$ cat config.mk
export PLATFORM = sky130hd
export DESIGN_NAME = button_id_setting_controller_unit_flat
export DESIGN_NICKNAME = d
export VERILOG_FILES = /design/src/bisc_pkg.sv /design/src/bisc_if.sv /design/src/bisc_cfg_regs.sv /design/src/bisc_step.sv /design/src/button_id_setting_controller_unit.sv /design/src/flat_wrapper.sv
export SDC_FILE = /design/constraint.sdc
export NUM_CORES = 1
export LEC_CHECK = 0
export ABC_CLOCK_PERIOD_IN_PS = 8200
export BUFFER_PORTS_ARGS = -buffer_cell sky130_fd_sc_hd__buf_2
export CORE_ASPECT_RATIO = 1.5
export CORE_MARGIN = 3
export CORE_UTILIZATION = 50
export CTS_CLUSTER_DIAMETER = 150
export CTS_CLUSTER_SIZE = 28
export DETAILED_ROUTE_END_ITERATION = 16
export PLACE_DENSITY = 0.67
export SLEW_MARGIN = 10
export SYNTH_ARGS = -nofsm -noshare
export SYNTH_HDL_FRONTEND = slang
export SYNTH_SLANG_ARGS = --single-unit
$ cat constraint.sdc
create_clock -name clk_i -period 8.2 [get_ports clk_i]
set_clock_uncertainty 0.1 [all_clocks]
set_input_delay 1.64 -clock clk_i [delete_from_list [all_inputs] [get_ports clk_i]]
set_output_delay 1.64 -clock clk_i [all_outputs]
set_load 0.005 [all_outputs]
$ cat src/bisc_pkg.sv
package bisc_pkg;

  localparam int unsigned CfgIdxW  = 2;
  localparam int unsigned TimerW   = 16;
  localparam int unsigned DevIdW   = 3;

  localparam int unsigned IdResetDefault   = 1;
  localparam int unsigned MaxClicksDefault = 4;

  localparam logic [TimerW-1:0] DebounceReset = 16'd30;
  localparam logic [TimerW-1:0] StepReset     = 16'd200;
  localparam logic [TimerW-1:0] GapReset      = 16'd1200;
  localparam logic [TimerW-1:0] TimeoutReset  = 16'd2000;

  typedef enum logic [CfgIdxW-1:0] {
    CFG_DEBOUNCE = 2'd0,
    CFG_STEP     = 2'd1,
    CFG_GAP      = 2'd2,
    CFG_TIMEOUT  = 2'd3
  } cfg_reg_e;

  typedef struct packed {
    logic [TimerW-1:0] debounce_ticks;
    logic [TimerW-1:0] blink_step_ticks;
    logic [TimerW-1:0] blink_gap_ticks;
    logic [TimerW-1:0] setting_timeout_ticks;
  } cfg_t;

  function automatic logic [TimerW-1:0] sat_inc(input logic [TimerW-1:0] v);
    return (v == {TimerW{1'b1}}) ? v : v + TimerW'(1);
  endfunction

endpackage

$ cat src/bisc_if.sv
interface bisc_in_if;
  logic valid;
  logic ready;
  logic button_pressed;
  modport source (output valid, output button_pressed, input ready);
  modport sink   (input valid, input button_pressed, output ready);
endinterface

interface bisc_out_if;
  logic       valid;
  logic       ready;
  logic       led_level;
  logic       mode;
  logic [2:0] device_id;
  logic       valid_press;
  modport source (output valid, output led_level, output mode, output device_id,
                  output valid_press, input ready);
  modport sink   (input valid, input led_level, input mode, input device_id,
                  input valid_press, output ready);
endinterface

interface bisc_cfg_if;
  logic        valid;
  logic        ready;
  logic [1:0]  index;
  logic [15:0] data;
  modport source (output valid, output index, output data, input ready);
  modport sink   (input valid, input index, input data, output ready);
endinterface

$ cat src/bisc_cfg_regs.sv
module bisc_cfg_regs
  import bisc_pkg::*;
(
  input  logic        clk_i,
  input  logic        rst_ni,
  bisc_cfg_if.sink    cfg_i,
  output cfg_t        cfg_o
);

  cfg_t cfg_q, cfg_d;

  assign cfg_i.ready = 1'b1;

  always_comb begin
    cfg_d = cfg_q;
    if (cfg_i.valid) begin
      case (cfg_reg_e'(cfg_i.index))
        CFG_DEBOUNCE: cfg_d.debounce_ticks        = cfg_i.data;
        CFG_STEP:     cfg_d.blink_step_ticks      = cfg_i.data;
        CFG_GAP:      cfg_d.blink_gap_ticks       = cfg_i.data;
        CFG_TIMEOUT:  cfg_d.setting_timeout_ticks = cfg_i.data;
        default:      cfg_d = cfg_q;
      endcase
    end
  end

  always_ff @(posedge clk_i or negedge rst_ni) begin
    if (!rst_ni) begin
      cfg_q.debounce_ticks        <= DebounceReset;
      cfg_q.blink_step_ticks      <= StepReset;
      cfg_q.blink_gap_ticks       <= GapReset;
      cfg_q.setting_timeout_ticks <= TimeoutReset;
    end else begin
      cfg_q <= cfg_d;
    end
  end

  assign cfg_o = cfg_q;

endmodule

$ cat src/bisc_step.sv
module bisc_step
  import bisc_pkg::*;
#(
  parameter int unsigned MAX_CLICKS = MaxClicksDefault,
  parameter int unsigned CLICK_W    = $clog2(MAX_CLICKS + 1)
) (
  input  cfg_t              cfg_i,
  input  logic              now_i,
  input  logic              mode_i,
  input  logic              led_i,
  input  logic [CLICK_W-1:0] id_i,
  input  logic [CLICK_W:0]  blink_cnt_i,
  input  logic [CLICK_W-1:0] click_i,
  input  logic              last_i,
  input  logic              counted_i,
  input  logic [TimerW-1:0] deb_el_i,
  input  logic              deb_arm_i,
  input  logic [TimerW-1:0] blink_el_i,
  input  logic              blink_long_i,
  input  logic [TimerW-1:0] to_el_i,
  input  logic              to_arm_i,
  output logic              mode_o,
  output logic              led_o,
  output logic [CLICK_W-1:0] id_o,
  output logic [CLICK_W:0]  blink_cnt_o,
  output logic [CLICK_W-1:0] click_o,
  output logic              last_o,
  output logic              counted_o,
  output logic [TimerW-1:0] deb_el_o,
  output logic              deb_arm_o,
  output logic [TimerW-1:0] blink_el_o,
  output logic              blink_long_o,
  output logic [TimerW-1:0] to_el_o,
  output logic              to_arm_o,
  output logic              valid_press_o
);

  localparam logic [CLICK_W-1:0] MaxClk = CLICK_W'(MAX_CLICKS);

  logic              chk_valid;
  logic              do_check;
  logic [TimerW-1:0] limit;

  always_comb begin
    mode_o       = mode_i;
    led_o        = led_i;
    id_o         = id_i;
    blink_cnt_o  = blink_cnt_i;
    click_o      = click_i;
    last_o       = last_i;
    counted_o    = counted_i;
    deb_arm_o    = deb_arm_i;
    blink_long_o = blink_long_i;
    to_arm_o     = to_arm_i;
    blink_el_o   = sat_inc(blink_el_i);
    deb_el_o     = deb_arm_i ? sat_inc(deb_el_i) : deb_el_i;
    to_el_o      = to_arm_i ? sat_inc(to_el_i) : to_el_i;
    chk_valid    = 1'b0;
    do_check     = 1'b1;
    limit        = blink_long_i ? cfg_i.blink_gap_ticks : cfg_i.blink_step_ticks;

    if (!mode_i) begin
      if (blink_el_o >= limit) begin
        blink_el_o = '0;
        if (blink_cnt_i < {id_i, 1'b0}) begin
          blink_long_o = 1'b0;
          led_o        = ~led_i;
          blink_cnt_o  = blink_cnt_i + (CLICK_W + 1)'(1);
        end else begin
          blink_long_o = 1'b1;
          blink_cnt_o  = '0;
        end
      end
    end else if (to_arm_i && to_el_o >= cfg_i.setting_timeout_ticks) begin
      do_check = 1'b0;
    end

    // debounce / press recognition
    if (do_check) begin
      if (now_i != last_i) begin
        if (now_i) begin
          deb_el_o  = '0;
          deb_arm_o = 1'b1;
        end else begin
          counted_o = 1'b0;
        end
        last_o = now_i;
      end else if (deb_arm_i && deb_el_o >= cfg_i.debounce_ticks) begin
        deb_arm_o = 1'b0;
        if (now_i) begin
          if (!counted_i) begin
            click_o   = (click_i == MaxClk) ? CLICK_W'(1) : click_i + CLICK_W'(1);
            counted_o = 1'b1;
          end
          chk_valid = 1'b1;
        end
      end
    end

    if (!mode_i) begin
      if (chk_valid) begin
        mode_o      = 1'b1;
        blink_cnt_o = '0;
        click_o     = '0;
        to_el_o     = '0;
        to_arm_o    = 1'b1;
      end
    end else if (!do_check) begin
      to_arm_o = 1'b0;
      mode_o   = 1'b0;
      led_o    = 1'b0;
      if (click_i != '0) id_o = click_i;
    end else if (chk_valid) begin
      to_el_o  = '0;
      to_arm_o = 1'b1;
      led_o    = 1'b1;
    end else begin
      led_o = 1'b0;
    end

    valid_press_o = chk_valid;
  end

endmodule

$ cat src/button_id_setting_controller_unit.sv
// A result is valid in the cycle after its tick transaction is accepted.
// One tick per cycle unless output stalls; all updates in one registered pass.
// The result register lets a new tick in while the last result is being taken.
// Reset (rst_ni low, asynchronous): normal mode, LED off, ID = ID_RESET,
// all timers, counters and flags cleared, registers at their default values.
module button_id_setting_controller_unit
  import bisc_pkg::*;
#(
  parameter int unsigned ID_RESET   = IdResetDefault,
  parameter int unsigned MAX_CLICKS = MaxClicksDefault
) (
  input  logic       clk_i,
  input  logic       rst_ni,
  bisc_in_if.sink    btn_i,
  bisc_cfg_if.sink   cfg_i,
  bisc_out_if.source res_o
);

  localparam int unsigned CLICK_W = $clog2(MAX_CLICKS + 1);

  cfg_t cfg;

  bisc_cfg_regs u_cfg (
    .clk_i  (clk_i),
    .rst_ni (rst_ni),
    .cfg_i  (cfg_i),
    .cfg_o  (cfg)
  );

  logic               mode_q, mode_d, led_q, led_d;
  logic [CLICK_W-1:0] id_q, id_d, click_q, click_d;
  logic [CLICK_W:0]   blink_cnt_q, blink_cnt_d;
  logic               last_q, last_d, counted_q, counted_d;
  logic [TimerW-1:0]  deb_el_q, deb_el_d, blink_el_q, blink_el_d, to_el_q, to_el_d;
  logic               deb_arm_q, deb_arm_d, blink_long_q, blink_long_d;
  logic               to_arm_q, to_arm_d;
  logic               vpress_d;

  logic               out_valid_q;
  logic               led_out_q, mode_out_q, vpress_q;
  logic [DevIdW-1:0]  dev_id_q;
  logic [CLICK_W+DevIdW-1:0] id_ext;
  logic               in_fire;

  assign btn_i.ready = !out_valid_q || res_o.ready;
  assign in_fire     = btn_i.valid && btn_i.ready;

  bisc_step #(
    .MAX_CLICKS (MAX_CLICKS),
    .CLICK_W    (CLICK_W)
  ) u_step (
    .cfg_i         (cfg),
    .now_i         (btn_i.button_pressed),
    .mode_i        (mode_q),
    .led_i         (led_q),
    .id_i          (id_q),
    .blink_cnt_i   (blink_cnt_q),
    .click_i       (click_q),
    .last_i        (last_q),
    .counted_i     (counted_q),
    .deb_el_i      (deb_el_q),
    .deb_arm_i     (deb_arm_q),
    .blink_el_i    (blink_el_q),
    .blink_long_i  (blink_long_q),
    .to_el_i       (to_el_q),
    .to_arm_i      (to_arm_q),
    .mode_o        (mode_d),
    .led_o         (led_d),
    .id_o          (id_d),
    .blink_cnt_o   (blink_cnt_d),
    .click_o       (click_d),
    .last_o        (last_d),
    .counted_o     (counted_d),
    .deb_el_o      (deb_el_d),
    .deb_arm_o     (deb_arm_d),
    .blink_el_o    (blink_el_d),
    .blink_long_o  (blink_long_d),
    .to_el_o       (to_el_d),
    .to_arm_o      (to_arm_d),
    .valid_press_o (vpress_d)
  );

  always_ff @(posedge clk_i or negedge rst_ni) begin
    if (!rst_ni) begin
      mode_q       <= 1'b0;
      led_q        <= 1'b0;
      id_q         <= CLICK_W'(ID_RESET);
      blink_cnt_q  <= '0;
      click_q      <= '0;
      last_q       <= 1'b0;
      counted_q    <= 1'b0;
      deb_el_q     <= '0;
      deb_arm_q    <= 1'b0;
      blink_el_q   <= '0;
      blink_long_q <= 1'b0;
      to_el_q      <= '0;
      to_arm_q     <= 1'b0;
    end else if (in_fire) begin
      mode_q       <= mode_d;
      led_q        <= led_d;
      id_q         <= id_d;
      blink_cnt_q  <= blink_cnt_d;
      click_q      <= click_d;
      last_q       <= last_d;
      counted_q    <= counted_d;
      deb_el_q     <= deb_el_d;
      deb_arm_q    <= deb_arm_d;
      blink_el_q   <= blink_el_d;
      blink_long_q <= blink_long_d;
      to_el_q      <= to_el_d;
      to_arm_q     <= to_arm_d;
    end
  end

  assign id_ext = {{DevIdW{1'b0}}, id_d};

  always_ff @(posedge clk_i or negedge rst_ni) begin
    if (!rst_ni) begin
      out_valid_q <= 1'b0;
    end else if (in_fire) begin
      out_valid_q <= 1'b1;
    end else if (res_o.ready) begin
      out_valid_q <= 1'b0;
    end
  end

  always_ff @(posedge clk_i) begin
    if (in_fire) begin
      led_out_q  <= led_d;
      mode_out_q <= mode_d;
      dev_id_q   <= id_ext[DevIdW-1:0];
      vpress_q   <= vpress_d;
    end
  end

  assign res_o.valid       = out_valid_q;
  assign res_o.led_level   = led_out_q;
  assign res_o.mode        = mode_out_q;
  assign res_o.device_id   = dev_id_q;
  assign res_o.valid_press = vpress_q;

  a_fire_gives_result: assert property (@(posedge clk_i) disable iff (!rst_ni)
    in_fire |=> out_valid_q)
    else $error("accepted tick produced no result");

  a_enter_needs_press: assert property (@(posedge clk_i) disable iff (!rst_ni)
    (in_fire && !mode_q && mode_d) |=> vpress_q)
    else $error("setting mode entered without a valid press");

  a_leave_led_off: assert property (@(posedge clk_i) disable iff (!rst_ni)
    (in_fire && mode_q && !mode_d) |=> (!led_q && !vpress_q))
    else $error("LED lit or press flagged on leaving setting mode");

  a_click_range: assert property (@(posedge clk_i) disable iff (!rst_ni)
    click_q <= CLICK_W'(MAX_CLICKS))
    else $error("press count out of range");

endmodule

$ cat src/flat_wrapper.sv
// flat-port wrapper written by rule: the top's interface ports become plain ports
module button_id_setting_controller_unit_flat import bisc_pkg::*;
#(
  parameter int unsigned ID_RESET   = IdResetDefault,
  parameter int unsigned MAX_CLICKS = MaxClicksDefault
)
  (clk_i, rst_ni, btn_i_valid, btn_i_button_pressed, btn_i_ready, cfg_i_valid, cfg_i_index, cfg_i_data, cfg_i_ready, res_o_valid, res_o_led_level, res_o_mode, res_o_device_id, res_o_valid_press, res_o_ready);
  bisc_in_if btn_i_i ();
  bisc_cfg_if cfg_i_i ();
  bisc_out_if res_o_i ();
  input  logic clk_i;
  input  logic rst_ni;
  input wire logic [$bits(btn_i_i.valid)-1:0] btn_i_valid;
  input wire logic [$bits(btn_i_i.button_pressed)-1:0] btn_i_button_pressed;
  output wire logic [$bits(btn_i_i.ready)-1:0] btn_i_ready;
  input wire logic [$bits(cfg_i_i.valid)-1:0] cfg_i_valid;
  input wire logic [$bits(cfg_i_i.index)-1:0] cfg_i_index;
  input wire logic [$bits(cfg_i_i.data)-1:0] cfg_i_data;
  output wire logic [$bits(cfg_i_i.ready)-1:0] cfg_i_ready;
  output wire logic [$bits(res_o_i.valid)-1:0] res_o_valid;
  output wire logic [$bits(res_o_i.led_level)-1:0] res_o_led_level;
  output wire logic [$bits(res_o_i.mode)-1:0] res_o_mode;
  output wire logic [$bits(res_o_i.device_id)-1:0] res_o_device_id;
  output wire logic [$bits(res_o_i.valid_press)-1:0] res_o_valid_press;
  input wire logic [$bits(res_o_i.ready)-1:0] res_o_ready;
  assign btn_i_i.valid = btn_i_valid;
  assign btn_i_i.button_pressed = btn_i_button_pressed;
  assign btn_i_ready = btn_i_i.ready;
  assign cfg_i_i.valid = cfg_i_valid;
  assign cfg_i_i.index = cfg_i_index;
  assign cfg_i_i.data = cfg_i_data;
  assign cfg_i_ready = cfg_i_i.ready;
  assign res_o_valid = res_o_i.valid;
  assign res_o_led_level = res_o_i.led_level;
  assign res_o_mode = res_o_i.mode;
  assign res_o_device_id = res_o_i.device_id;
  assign res_o_valid_press = res_o_i.valid_press;
  assign res_o_i.ready = res_o_ready;
  button_id_setting_controller_unit #(.ID_RESET(ID_RESET), .MAX_CLICKS(MAX_CLICKS)) u_core (.clk_i(clk_i), .rst_ni(rst_ni), .btn_i(btn_i_i), .cfg_i(cfg_i_i), .res_o(res_o_i));
endmodule
==> results of run 1 <==
power breakdown:
group	internal [W]	leakage, nW	switching [W]
logic	0.000165	2.11	0.000219
clock network	0.000430	0.282	0.000320
registers	0.000774	1.66	0.0000726
metrics by stage:
stage	power (W)	hold WS, ps	util [%]	instances	area [um2]
after floorplan	0.00111	348	-	828	8040
after global placement	0.00122	384	53.3	1036	8360
after detailed placement	0.00124	395	53.3	1036	8360
after CTS	0.00200	408	57.0	1068	8950
after global routing	0.00209	424	57.0	1068	8950
final	0.00198	403	57.0	1068	8950
Yosys cell counts, types with 3 or more instances:
| cell type | instances | area share (%) |
|---|---|---|
| a21o_1 | 14 | 1.3 |
| a21oi_1 | 33 | 2.1 |
| a22o_1 | 13 | 1.4 |
| a31o_2 | 6 | 0.65 |
| a31oi_1 | 4 | 0.31 |
| and2_1 | 9 | 0.70 |
| and3_1 | 6 | 0.47 |
| and3_4 | 4 | 0.56 |
| and4_1 | 6 | 0.65 |
| buf_2 | 6 | 0.37 |
| clkbuf_1 | 22 | 1.0 |
| dfrtp_1 | 112 | 35 |
| dfstp_2 | 18 | 5.9 |
| edfxtp_1 | 6 | 2.2 |
| ha_1 | 56 | 8.7 |
| inv_1 | 44 | 2.1 |
| mux2_2 | 57 | 8.0 |
| mux2i_1 | 18 | 2.2 |
| nand2_1 | 107 | 5.0 |
| nand2b_1 | 10 | 0.78 |
| nand3_1 | 40 | 2.5 |
| nand3b_1 | 3 | 0.28 |
| nand4_1 | 22 | 1.7 |
| nor2_1 | 41 | 1.9 |
| nor2b_1 | 7 | 0.54 |
| nor3_1 | 13 | 0.81 |
| nor3b_1 | 3 | 0.28 |
| nor4_1 | 4 | 0.31 |
| o211ai_1 | 3 | 0.28 |
| o21a_1 | 8 | 0.75 |
| o21ai_0 | 60 | 3.7 |
| o22ai_1 | 5 | 0.39 |
| xnor2_1 | 22 | 2.4 |
| xor2_1 | 12 | 1.3 |
registers in the layout, indices dropped and copies added, names as in the netlist:
| register | count |
|---|---|
| u_core.u_cfg.cfg_o | 64 |
| u_core.blink_el_q | 16 |
| u_core.deb_el_q | 16 |
| u_core.to_el_q | 16 |
| u_core.blink_cnt_q | 4 |
| u_core.click_q | 3 |
| u_core.id_q | 3 |
| u_core.res_o.device_id | 3 |
| u_core.blink_long_q | 1 |
| u_core.counted_q | 1 |
| u_core.deb_arm_q | 1 |
| u_core.last_q | 1 |
| u_core.led_q | 1 |
| u_core.mode_q | 1 |
| u_core.res_o.led_level | 1 |
| u_core.res_o.mode | 1 |
| u_core.res_o.valid | 1 |
| u_core.res_o.valid_press | 1 |
| u_core.to_arm_q | 1 |
worst max-delay path, delay by kind of cell, from the launching register on:
family                   cells  cell delay (ps)
buffers and inverters        1              160
AO/OA/AOI/OAI                6             1970
XOR/XNOR                     1              140
adder cells (fa/ha/maj)      1              330
AND/OR/NAND/NOR              5             1580
flip-flops                   1              450
worst max path at each step:
stage	to	from	slack (ps)	cells past startpoint
floorplan	u_core.res_o.device_id[0]$_DFFE_PP_	u_core.to_el_q[2]$_DFFE_PN0P_	4630	15
global placement	u_core.to_el_q[3]$_DFFE_PN0P_	u_core.deb_el_q[2]$_DFFE_PN0P_	3670	14
detailed placement	u_core.to_el_q[2]$_DFFE_PN0P_	u_core.deb_el_q[2]$_DFFE_PN0P_	3500	14
CTS	u_core.to_el_q[2]$_DFFE_PN0P_	u_core.deb_el_q[2]$_DFFE_PN0P_	3460	14
global route	u_core.to_el_q[2]$_DFFE_PN0P_	u_core.deb_el_q[2]$_DFFE_PN0P_	3050	14
finish	u_core.to_el_q[2]$_DFFE_PN0P_	u_core.deb_el_q[2]$_DFFE_PN0P_	3390	14
layout by cell type (no fill, tap or decap), types with 30 or more instances in the layout:
| master | instances |
|---|---|
| buf_2 | 30 |
| inv_1 | 44 |
| nand3_1 | 40 |
| nor2_1 | 41 |
| dfrtp_1 | 112 |
| mux2_2 | 57 |
| o21ai_0 | 60 |
| a21oi_1 | 33 |
| nand2_1 | 106 |
| ha_1 | 56 |
per-layer routing:
layer | GRT usage (%) | up-vias | part of all wire, %
met5 | 0 | - | 0
met4 | 10.4 | 0 | 3.2
met3 | 4.80 | 47 | 3.8
met2 | 42.2 | 175 | 55
met1 | 26.4 | 3137 | 38
li1 | - | 3016 | -
cell type report:
type                            instances  area (um2)
Multi-Input combinational cell        617        4300
Sequential cell                       136        3460
Fill cell                            1382        6750
Clock inverter                         12         105
Inverter                               45         169
Clock buffer                           20         478
Tap cell                              203         254
Timing Repair Buffer                   35         188
cell families (layout without fill, tap and decap cells):
logic type,Yosys count,after routing,synth area share (%)
muxes,75,75,10.2
other,1,1,0.0466
DFF,136,136,43.0
AOI/OAI and AO/OA,173,173,13.8
and+or+nand+nor,278,278,16.9
adders and majority gates,56,56,8.71
xor gates and xnor gates,34,34,3.70
buffers and inverters,75,112,3.66
==> reports/results.tsv, run 1 <==
stage	metric	value	unit
setup_path	Reg-to-Reg End	u_core.to_el_q[2]$_DFFE_PN0P_	
detailed_routing	drt initial violations	334	
detailed_routing	routed len/inst	18.2	um
job	max-cap violation count	0	
power_and_ir_drop	Max VDD drop	0.166	mV
sta	pins over their slew limit	0	
clock_tree	Worst-path clk slew	60	ps
setup_path	Worst Path Max Fanout	13	
placement	dpl ws	3500	ps
worst_hold_path	HP Start	u_core.u_cfg.cfg_o[45]$_DFFE_PN0P_	
worst_hold_path	WHS Path Cells	1	
layout	Nets	932	
clock_tree	CTS sink cnt	136	
setup_path	Critical Path Sink Type	flip-flop	
synthesis	syn_nets	908	
sta	fmax	0.208	GHz
setup_path	critical setup path kind	flip-flop to flip-flop	
clock_tree	clock root buffer	clkbuf_16	
sta	Setup TNS Final	0	ps
clock_tree	TritonCTS Buffers	17	
global_route	first-pass GRT wire length	32100	um
detailed_routing	DRC Markers	0	
sta	fin crit share	58.7	%
global_route	largest net degree at the start of global routing	68	
global_route	gr usage total	23.6	%
synthesis	number of distinct library cells after synthesis	62	
setup_path	arrival time of the worst setup path	5060	ps
synthesis	Post-Syn Instances	828	
sta	Tmin final	4810	ps
global_route	initial antenna violation count	0	
setup_path	Cell Chain, Critical Path	nand4_1 > o41a_1 > and3_4 > and3_4 > xor2_1 > ha_1 > a21oi_1 > a31oi_1 > a22o_1 > a21oi_1 > nand2b_1 > inv_2 > nor2_1 > a22o_1	
synthesis	YS warnings	0	
worst_hold_path	Hold Crit Endpoint	u_core.u_cfg.cfg_o[45]$_DFFE_PN0P_	
die	# rows	56	
placement	GPL Wtd Cong	0.951	
detailed_routing	antenna viol nets, final	0	
die	Die X-Extent	110	um
clock_tree	deepest clock path buffer count	2	
synthesis	register area share after synthesis	43.0	%
sta	Worst Tran Pin Value	957	ps
synthesis	Synth async-reset ratio	95.6	%
clock_tree	H-Tree Depth	4	
setup_path	worst reg2reg path startpoint	u_core.deb_el_q[2]$_DFFE_PN0P_	
die	area of the die	17700	um2
power_and_ir_drop	Leak Pwr	4.04	nW
detailed_routing	First-pass DRT Iterations	5	
clock_tree	setup bufs post-CTS	0	
outcome	status	complete, no violations	
detailed_routing	via count	6375	
synthesis	commonest register cell after synthesis	dfrtp_1	
synthesis	Seq cells post-synth	136	
sta	RSZ-0062 raised after global routing	false	
global_route	vias in the first global route	6489	
sta	Final Hold Vio Count	0	
setup_path	critical-path cell with the highest stage delay	a21oi_1	
sta	relative slew slack	36.2	%
detailed_routing	Routed WL	19500	um
sta	setup violators final	0	
layout	Antenna diodes	0	
clock_tree	Post-CTS Hold Buffers	0	
power_and_ir_drop	P per Cell Area	221	nW/um2
clock_tree	clock tree from TritonCTS	done	
die	initial core utilization	51.2	%
die	core area	15700	um2
setup_path	Worst path max stage delay	730	ps
layout	fraction of layout cells with a size suffix above 1	18.5	%
setup_path	r2r worst-path depth	14	
die	Die Height	161	um
setup_path	r2r setup slk	3390	ps
sta	worst setup margin	3390	ps
setup_path	CP startpoint kind	flip-flop	
detailed_routing	average via count per standard cell	5.97	
clock_tree	CTS resizes	0	
layout	Area growth syn-to-layout	11.3	%
worst_hold_path	worst hold path type	flip-flop to flip-flop	
setup_path	worst path required time	8450	ps
die	# IOs	33	
synthesis	mean post-synth cell area	9.71	um2
synthesis	synthesized area	8040	um2
synthesis	Post-synth EDFFs	6	
clock_tree	clk_lat worst skew	430	ps
placement	IO Port Bufs	31	
global_route	Remaining Overflow, GRT	0	
placement	dpl hpwl	14200	um
No activity file was read; power rests on OpenSTA's default activity.
==> inputs of run 2 (changes only) <==
ABC_AREA = 1   (was default)
ABC_CLOCK_PERIOD_IN_PS = 4600   (was 8200)
clock period = 4.6 ns   (was 8.2 ns; I/O delays follow)
==> run 2 against run 1 <==
Compared with the run above: sequential power up 110%; register-to-register slack worse by 2600 ps; critical path depth up 4; critical path type unchanged; largest cell class unchanged.
==> reports/results.tsv, run 2 <==
stage	metric	value	unit
worst_hold_path	worst hold path type	input port to async pin	
layout	Area growth syn-to-layout	11.1	%
layout	Antenna diodes	0	
synthesis	combinational family with the most area after synthesis	simple AND/OR/NAND/NOR gates	
synthesis	Seq cells post-synth	136	
layout	fraction of layout cells with a size suffix above 1	12.3	%
setup_path	r2r setup slk	780	ps
setup_path	r2r worst-path depth	18	
setup_path	arrival time of the worst setup path	4020	ps
detailed_routing	DRC Markers	0	
setup_path	CP startpoint kind	flip-flop	
setup_path	worst reg2reg path startpoint	u_core.blink_el_q[2]$_DFFE_PN0P_	
synthesis	mean post-synth cell area	7.88	um2
sta	Tmin final	3820	ps
clock_tree	H-Tree Depth	4	
clock_tree	clk_lat worst skew	430	ps
die	Die X-Extent	112	um
setup_path	critical path endpoint	u_core.blink_el_q[5]$_DFFE_PN0P_	
detailed_routing	routed len/inst	14.9	um
layout	number of flip-flops in the largest register	64	
die	core area	16300	um2
global_route	gr usage total	22.5	%
synthesis	biggest area consumer among synthesized cells	dfrtp_1	
die	area of the die	18400	um2
placement	GPL Wtd Cong	0.881	
power_and_ir_drop	Leak Pwr	4.74	nW
synthesis	YS warnings	0	
synthesis	Commonest cells post-synth	262 x nand2_1, 168 x inv_1, 116 x o21ai_0, 112 x dfrtp_1, 56 x ha_1	
layout	Nets	1167	
setup_path	Reg-to-Reg End	u_core.blink_el_q[5]$_DFFE_PN0P_	
sta	fmax	0.261	GHz
die	Die Height	164	um
global_route	first-pass GRT wire length	33400	um
die	# rows	57	
global_route	Remaining Overflow, GRT	0	
sta	Final Hold Vio Count	0	
setup_path	Worst Path Max Fanout	11	
detailed_routing	antenna viol nets, final	0	
setup_path	Crit. Startpoint	u_core.blink_el_q[2]$_DFFE_PN0P_	
global_route	largest net degree at the start of global routing	74	
placement	IO Port Bufs	31	
clock_tree	Worst-path clk slew	70	ps
layout	most common cell after layout, fill and taps aside	nand2_1	
sta	Setup TNS Final	0	ps
sta	Worst Tran Pin Value	1070	ps
synthesis	syn_nets	1141	
synthesis	top-count cell post-synth	nand2_1	
synthesis	post-synthesis mux area share	1.79	%
power_and_ir_drop	Max VDD drop	0.274	mV
placement	placed cells	1274	
sta	setup violators final	0	
placement	dpl hpwl	14400	um
detailed_routing	First-pass DRT Iterations	5	
synthesis	Synth async-reset ratio	95.6	%
detailed_routing	drt initial violations	340	
synthesis	Synth top area share	33.5	%
setup_path	worst path required time	4790	ps
synthesis	Post-Syn Instances	1061	
clock_tree	CTS resizes	0	
synthesis	number of distinct library cells after synthesis	55	
synthesis	register area share after synthesis	41.3	%
synthesis	synthesized area	8370	um2
clock_tree	Post-CTS Hold Buffers	0	
setup_path	Critical Path Sink Type	flip-flop	
global_route	initial antenna violation count	0	
detailed_routing	average via count per standard cell	5.26	
detailed_routing	via count	6864	
sta	relative slew slack	28.6	%
clock_tree	setup bufs post-CTS	0	
synthesis	Synth Area in Compound Gates	12.3	%
synthesis	Post-Synth Simple-Gate Area	23.3	%
synthesis	commonest register cell after synthesis	dfrtp_1	
clock_tree	TritonCTS Buffers	17	
outcome	status	complete, no violations	
clock_tree	clock tree from TritonCTS	done	
sta	pins over their slew limit	0	
synthesis	top post-synthesis cells by area	dfrtp_1 34%, nand2_1 12%, ha_1 8.4%, inv_1 7.5%, o21ai_0 6.9%	
layout	Final Non-Filler Cells	1306	
global_route	vias in the first global route	6870	
sta	RSZ-0062 raised after global routing	false	
die	# IOs	33	
layout	most frequent cells in the layout	262 x nand2_1, 168 x inv_1, 116 x o21ai_0, 112 x dfrtp_1, 56 x ha_1	
synthesis	XOR/XNOR Fraction of Synth Area	3.22	%
sta	fin crit share	83.1	%
die	initial core utilization	51.2	%
synthesis	post-synthesis adder-cell area fraction	8.38	%
synthesis	Post-synth EDFFs	6	
setup_path	critical setup path kind	flip-flop to flip-flop	
clock_tree	deepest clock path buffer count	2	
job	max-cap violation count	0	
clock_tree	CTS sink cnt	136	
detailed_routing	Routed WL	19500	um
clock_tree	clock root buffer	clkbuf_16	
power_and_ir_drop	P per Cell Area	520	nW/um2
## run 2: how the worst min path moves through the flow
| stage | startpoint | end | slack [ps] | cells past startpoint |
|---|---|---|---|---|
| 3_5_place_dp | u_core.u_cfg.cfg_o[18]$_DFFE_PN0P_ | u_core.u_cfg.cfg_o[18]$_DFFE_PN0P_ | 370 | 2 |
| 4_1_cts | u_core.u_cfg.cfg_o[30]$_DFFE_PN0P_ | u_core.u_cfg.cfg_o[30]$_DFFE_PN0P_ | 390 | 2 |
| 3_3_place_gp | u_core.id_q[0]$_DFFE_PN1P_ | u_core.id_q[0]$_DFFE_PN1P_ | 360 | 2 |
| 2_1_floorplan | u_core.id_q[0]$_DFFE_PN1P_ | u_core.id_q[0]$_DFFE_PN1P_ | 350 | 2 |
| 5_1_grt | u_core.u_cfg.cfg_o[38]$_DFFE_PN1P_ | u_core.u_cfg.cfg_o[38]$_DFFE_PN1P_ | 410 | 2 |
| 6_report | rst_ni | u_core.click_q[1]$_DFFE_PN0P_ | 390 | 1 |
## run 2: per-stage QoR
step | power, W | utilization [%] | instance area [um2] | worst slack, ps | hold WS [ps]
5_1_grt | 0.00525 | 56.9 | 9290 | 381 | 413
6_report | 0.00483 | 56.9 | 9290 | 776 | 386
4_1_cts | 0.00487 | 56.9 | 9290 | 745 | 389
2_1_floorplan | 0.00299 | - | 8370 | 1510 | 348
3_5_place_dp | 0.00343 | 53.2 | 8690 | 818 | 373
3_3_place_gp | 0.00340 | 53.2 | 8690 | 861 | 357
## run 2: cells by family (layout without fill, tap and decap cells)
logic type | Yosys count | in the layout
mux | 15 | 15
fa+ha+maj | 56 | 56
xor+xnor | 29 | 29
compound gates | 190 | 190
flops | 136 | 136
simple gates | 426 | 426
other cells | 1 | 1
buf+inv | 208 | 247
## run 2: area by class of cell
| class | instances | area, um2 |
|---|---|---|
| fillers | 1509 | 7040 |
| flip-flops and latches | 136 | 3460 |
| multi-input cells | 717 | 4100 |
| well taps | 206 | 258 |
| repair buffers | 36 | 199 |
| inverters | 179 | 674 |
| clock buffers | 17 | 425 |
| clock inverters | 15 | 179 |
## run 2: where the power goes
part	switching [W]	internal, W	leakage, nW	total, W
clock	0.000593	0.000823	0.297	0.00142
combinational	0.00100	0.000628	2.74	0.00163
sequential	0.000294	0.00149	1.70	0.00179
total	0.00189	0.00294	4.74	0.00483
## run 2: worst max-delay path: stages, from the launching register on
cell,delay [ps]
dfrtp_1,370
inv_1,80
nor3_2,330
nand2_1,120
nor2_1,220
nand4_1,140
and2_1,170
nor3_2,170
inv_1,80
ha_1,310
nand2_1,100
nor4_2,310
nand3_1,170
nand3_2,150
nand2_2,110
nand2_1,340
inv_1,230
nand2_1,110
o21ai_0,80
## run 2: per-layer routing
layer  part of all wire, %  global-route usage [%]
met3                   2.6                    2.68
met2                    51                    40.0
met5                     0                       0
met1                    44                    28.6
met4                   1.9                    7.30
